### src/design/rcpwa_pkg.sv
// package: shared types and constants for the rc pulse width capture block
`timescale 1ns / 1ps
`default_nettype none
package rcpwa_pkg;

    localparam int DEF_SAMPLE_DEPTH = 128;
    localparam int TIME_W           = 32;
    localparam int WIDTH_W          = 12;
    localparam int WIN_W            = 13;
    localparam int LIMIT_W          = 23;
    localparam int CFG_IDX_W        = 2;
    localparam int CFG_DATA_W       = 13;
    localparam int KIND_W           = 2;

    localparam int WIN_MIN_MS       = 10;
    localparam int WIN_MAX_MS       = 5000;
    localparam int US_PER_MS        = 1000;

    localparam logic [WIDTH_W-1:0] RST_MIN_WIDTH = WIDTH_W'(500);
    localparam logic [WIDTH_W-1:0] RST_MAX_WIDTH = WIDTH_W'(3000);
    localparam logic [LIMIT_W-1:0] RST_LIMIT_US  = LIMIT_W'(200 * US_PER_MS);

    // input item kinds
    localparam logic [KIND_W-1:0] KIND_RISE  = 2'd0;
    localparam logic [KIND_W-1:0] KIND_FALL  = 2'd1;
    localparam logic [KIND_W-1:0] KIND_QUERY = 2'd2;

    // configuration register indexes
    localparam logic [CFG_IDX_W-1:0] CFG_MIN_WIDTH  = 2'd0;
    localparam logic [CFG_IDX_W-1:0] CFG_MAX_WIDTH  = 2'd1;
    localparam logic [CFG_IDX_W-1:0] CFG_AVG_WINDOW = 2'd2;

    typedef enum logic [2:0] {
        S_IDLE,
        S_EDGE,
        S_SCAN,
        S_DIV,
        S_PUSH
    } t_state;

    typedef struct packed {
        logic capture;
        logic edge_op;
        logic scan;
        logic div_start;
        logic div_step;
        logic load_out;
    } t_dp_cmd;

    typedef struct packed {
        logic scan_done;
        logic div_done;
    } t_dp_sts;

endpackage
`default_nettype wire

### src/design/rcpwa_ctrl.sv
// controller: sequences edge handling, sample scan, division and result transfer
`timescale 1ns / 1ps
`default_nettype none
module rcpwa_ctrl (
    input  wire logic                        i_clk,
    input  wire logic                        i_rst_n,
    input  wire logic                        i_in_valid,
    input  wire logic [rcpwa_pkg::KIND_W-1:0] i_kind,
    input  wire logic                        i_out_ready,
    input  wire rcpwa_pkg::t_dp_sts          i_sts,
    output      logic                        o_in_ready,
    output      logic                        o_out_valid,
    output      rcpwa_pkg::t_dp_cmd          o_cmd
);
    import rcpwa_pkg::*;

    t_state r_state;
    t_state n_state;
    logic   r_out_valid;
    logic   n_out_valid;

    always_comb begin
        n_state = r_state;
        unique case (r_state)
            S_IDLE: begin
                if (i_in_valid) begin
                    n_state = (i_kind == KIND_QUERY) ? S_SCAN : S_EDGE;
                end
            end
            S_EDGE: begin
                n_state = S_PUSH;
            end
            S_SCAN: begin
                if (i_sts.scan_done) begin
                    n_state = S_DIV;
                end
            end
            S_DIV: begin
                if (i_sts.div_done) begin
                    n_state = S_PUSH;
                end
            end
            S_PUSH: begin
                if (!r_out_valid || i_out_ready) begin
                    n_state = S_IDLE;
                end
            end
            default: begin
                n_state = S_IDLE;
            end
        endcase
    end

    always_comb begin
        o_cmd           = '0;
        o_cmd.capture   = (r_state == S_IDLE) && i_in_valid;
        o_cmd.edge_op   = (r_state == S_EDGE);
        o_cmd.scan      = (r_state == S_SCAN);
        o_cmd.div_start = (r_state == S_SCAN) && i_sts.scan_done;
        o_cmd.div_step  = (r_state == S_DIV) && !i_sts.div_done;
        // output register is free when empty or being emptied this cycle
        o_cmd.load_out  = (r_state == S_PUSH) && (!r_out_valid || i_out_ready);
        o_in_ready      = (r_state == S_IDLE);
    end

    always_comb begin
        n_out_valid = r_out_valid;
        if (o_cmd.load_out) begin
            n_out_valid = 1'b1;
        end else if (i_out_ready) begin
            n_out_valid = 1'b0;
        end
    end

    always_ff @(posedge i_clk) begin
        if (!i_rst_n) begin
            r_state     <= S_IDLE;
            r_out_valid <= 1'b0;
        end else begin
            r_state     <= n_state;
            r_out_valid <= n_out_valid;
        end
    end

    assign o_out_valid = r_out_valid;

endmodule
`default_nettype wire

### config.mk
export PLATFORM = sky130hd
export DESIGN_NAME = rcpwa_ctrl
export DESIGN_NICKNAME = d
export VERILOG_FILES = /design/src/design/rcpwa_pkg.sv /design/src/design/rcpwa_ctrl.sv
export SDC_FILE = /design/constraint.sdc
export NUM_CORES = 1
export LEC_CHECK = 0
export BUFFER_PORTS_ARGS = -buffer_cell sky130_fd_sc_hd__buf_2
export CAP_MARGIN = 25
export CORE_AREA = 5 5 42 44
export DETAILED_ROUTE_END_ITERATION = 7
export DIE_AREA = 0 0 47 49
export SETUP_SLACK_MARGIN = 0.1
export SLEW_MARGIN = 15
export SYNTH_ARGS = -nofsm -noshare
export SYNTH_HDL_FRONTEND = slang
export SYNTH_SLANG_ARGS = --single-unit
### constraint.sdc
create_clock -name i_clk -period 2.3 [get_ports i_clk]
set_input_delay 0.23 -clock i_clk [delete_from_list [all_inputs] [get_ports i_clk]]
set_output_delay 0.23 -clock i_clk [all_outputs]
set_load 0.03 [all_outputs]
==> summary.md <==
| Metric | Value |
|---|---|
| Setup crit end kind | `output port` |
| Die width | `47 µm` |
| Nets | `54` |
| M1 WL | `181 µm` |
| Clk_lat worst skew | `0.23 ns` |
| Clock Sinks | `4` |
| Final Power | `215.2 µW` |
| CTS root buf | `clkbuf_4` |
| Die Footprint | `~2300 µm²` |
| # hold bufs at CTS | `0` |
| P_leak | `0.1702 nW` |
| R2R Setup Slk | `around 1.2 ns` |
| CTS Buf Count | `3` |
| Starting Density | `16.61%` |
| CP delay by family, top | `simple AND/OR/NAND/NOR gates` |
| CP Max Fanout | `6` |
| Avg Cell Area, Syn | `8.619 µm²` |
| Final Hold Vio Count | `0` |
| First-pass GRT wire length | `between 900 and 1000 µm` |
| Iter 0 DRT Violations | `2` |
| #FFs+latches synth | `4` |
| Unique masters post-synth | `16` |
| Vias/cell | `4.033` |
| Worst-case clock skew | `~0.0023 ns` |
| Postcts setup bufs | `0` |
| Setup TNS | `0 ns` |
| Period utilization | `69.94%` |
| Number of buffers added on ports | `15` |
| Global route overflow | `0` |
| Worst VDD drop | `0.0001428 V` |
| CORE AREA | `about 1400 µm²` |
| Pre-CTS WS | `0.9272 ns` |
| Startpoint type of the worst setup path | `flop` |
| WP buf/inv | `1` |
| Worst endpoint data arrival time | `1.38 ns` |
| Drt wl/cell | `between 8 and 9 µm` |
| Seq/Total Area, Yosys | `between 30% and 40%` |
| Reg clk slew, reported paths | `0.04 ns` |
| Min-delay src | `i_rst_n` |
| Cells after DPL | `57` |
| RSZ-0062 raised after global routing | `no` |
| Ant diodes | `0` |
| Fin cells | `60` |
| P&R area growth vs syn | `47.31%` |
| CTS resizes | `0` |
| Crit path launch | `r_state[2]` |
| Endpoints failing setup | `0` |
| Worst Hold Class | `in -> reg` |
| Max Root-Sink Buffers | `2` |
| Number of max-cap violations | `0` |
| Cells after Synth | `27` |
| Top-Level Pins | `16` |
| Layout cells sized above 1 | `between 40 and 50%` |
| Final slew viol count | `0` |
| DRC Markers | `0` |
| Relative max-transition margin | `85.17%` |
| Htree depth | `1` |
| Power per cell area | `around 630 nW/µm²` |
| Worst slew pin tran | `between 0.2 and 0.25 ns` |
| TritonRoute pass-1 iters | `2` |
| Cell Rows | `14` |
| Top sig layer | `met3` |
| Syn_nets | `35` |
| Post-Syn Area | `232.7 µm²` |
| Die Ht | `approximately 49 µm` |
| Hpwl dp | `471 µm` |
| Worst path required time | `between 2 and 2.5 ns` |
| Antenna-violating nets left | `0` |
| Met3 WL post-DR | `63 µm` |
| Post-layout min period | `between 1.5 and 2 ns` |
| Crit path largest cell delay | `0.39 ns` |
| DR vias | `about 240` |
| GPL Wtd Cong | `~0.71` |
| Peak Freq | `0.6217 GHz` |
| Routed WL | `approximately 530 µm` |
| Worst setup path category | `reg -> out` |
| Final worst slack | `0.6914 ns` |
| Global-route usage over all layers | `just over 6%` |
| Fill cells | `167` |
| CTS tree | `done` |
| Number of global-route vias before repair | `238` |
| Largest net degree at the start of global routing | `8` |
| Initial antenna violation count | `0` |
| Crit-path cells | `or3b_1, and2b_1, buf_2` |
| Status | `complete, no violations` |
| Synth warnings | `0` |
| Met2 routed WL | `281 µm` |
| CP max stage cell | `or3b_1` |
| R2R Path Start | `r_state[2]` |
per-layer routing:
metal,track usage (%),up-vias
met5,0,-
met2,7.919,6
met1,5.934,105
met3,4.059,0
li1,-,131
met4,6.912,0
flip-flops by register name, summed over array words and instances (netlist names):
signal	count
o_out_valid	1
r_state	3
kinds of logic (layout without fill, tap and decap cells):
| family | count (synthesis) | count (layout) | synth area share [%] |
|---|---|---|---|
| muxes | 1 | 1 | 4.301 |
| AOI/OAI and AO/OA | 5 | 5 | 16.13 |
| and+or+nand+nor | 16 | 16 | 41.94 |
| DFF | 4 | 4 | 34.41 |
| buffers and inverters | 1 | 18 | 3.227 |
layout make-up:
cell class	instances	area [µm²]	share of cell area [%]
multi-input cells	22	145.1	42.34
well taps	16	20.02	5.839
flip-flops and latches	4	80.08	23.36
repair buffers	15	75.07	21.90
clock buffers	3	22.52	6.569
cell usage in the layout, fill, tap and decap left out:
master    instances
or3b_1            1
clkbuf_4          3
a21oi_1           1
mux2i_1           1
nor2b_1           1
a21boi_0          1
nand2b_1          4
o21a_1            1
nor2_1            2
o22ai_1           1
and2_1            3
and2b_1           2
dfxtp_1           4
nor4_1            1
o221a_2           1
buf_2            15
nor3_1            2
where the power goes:
part           internal (mW)  total, mW  switching, mW  leakage [nW]
combinational         0.0210     0.0525         0.0315         0.124
sequential            0.0737     0.0786        0.00494        0.0327
clock                 0.0582     0.0840         0.0258        0.0138
total                  0.153      0.215         0.0623         0.170
worst register-to-register path: cells and delay by family, from the launching register on:
kind / cells / cell delay (ns)
compound gates: 1 / 0.17
flops: 1 / 0.37
simple gates: 2 / 0.53
worst paths after layout:
| check | cells after the start | end |
|---|---|---|
| min reg2reg | 2 | o_out_valid |
| max | 3 | o_cmd[0] |
| max reg2reg | 3 | r_state[2] |
| min | 2 | r_state[1] |
Yosys cell counts, drive strengths merged:
cell    instances  share of area, %
a21boi          1               3.2
a21oi           1               2.1
and2            3               8.1
and2b           2               6.4
buf             1               3.2
dfxtp           4                34
mux2i           1               4.3
nand2b          4                11
nor2            2               3.2
nor2b           1               2.7
nor3            2               4.3
nor4            1               2.7
o21a            1               3.2
o221a           1               4.8
o22ai           1               2.7
or3b            1               3.8
through the flow:
step,hold WS [ns],util [%],instance area (µm²)
2_1_floorplan,0.3475,-,232.7
3_3_place_gp,0.4863,22.86,320.3
3_5_place_dp,0.4911,22.86,320.3
4_1_cts,0.2422,24.46,342.8
5_1_grt,0.2662,24.46,342.8
6_report,0.2450,24.46,342.8
(Power assumes the default switching activity.)
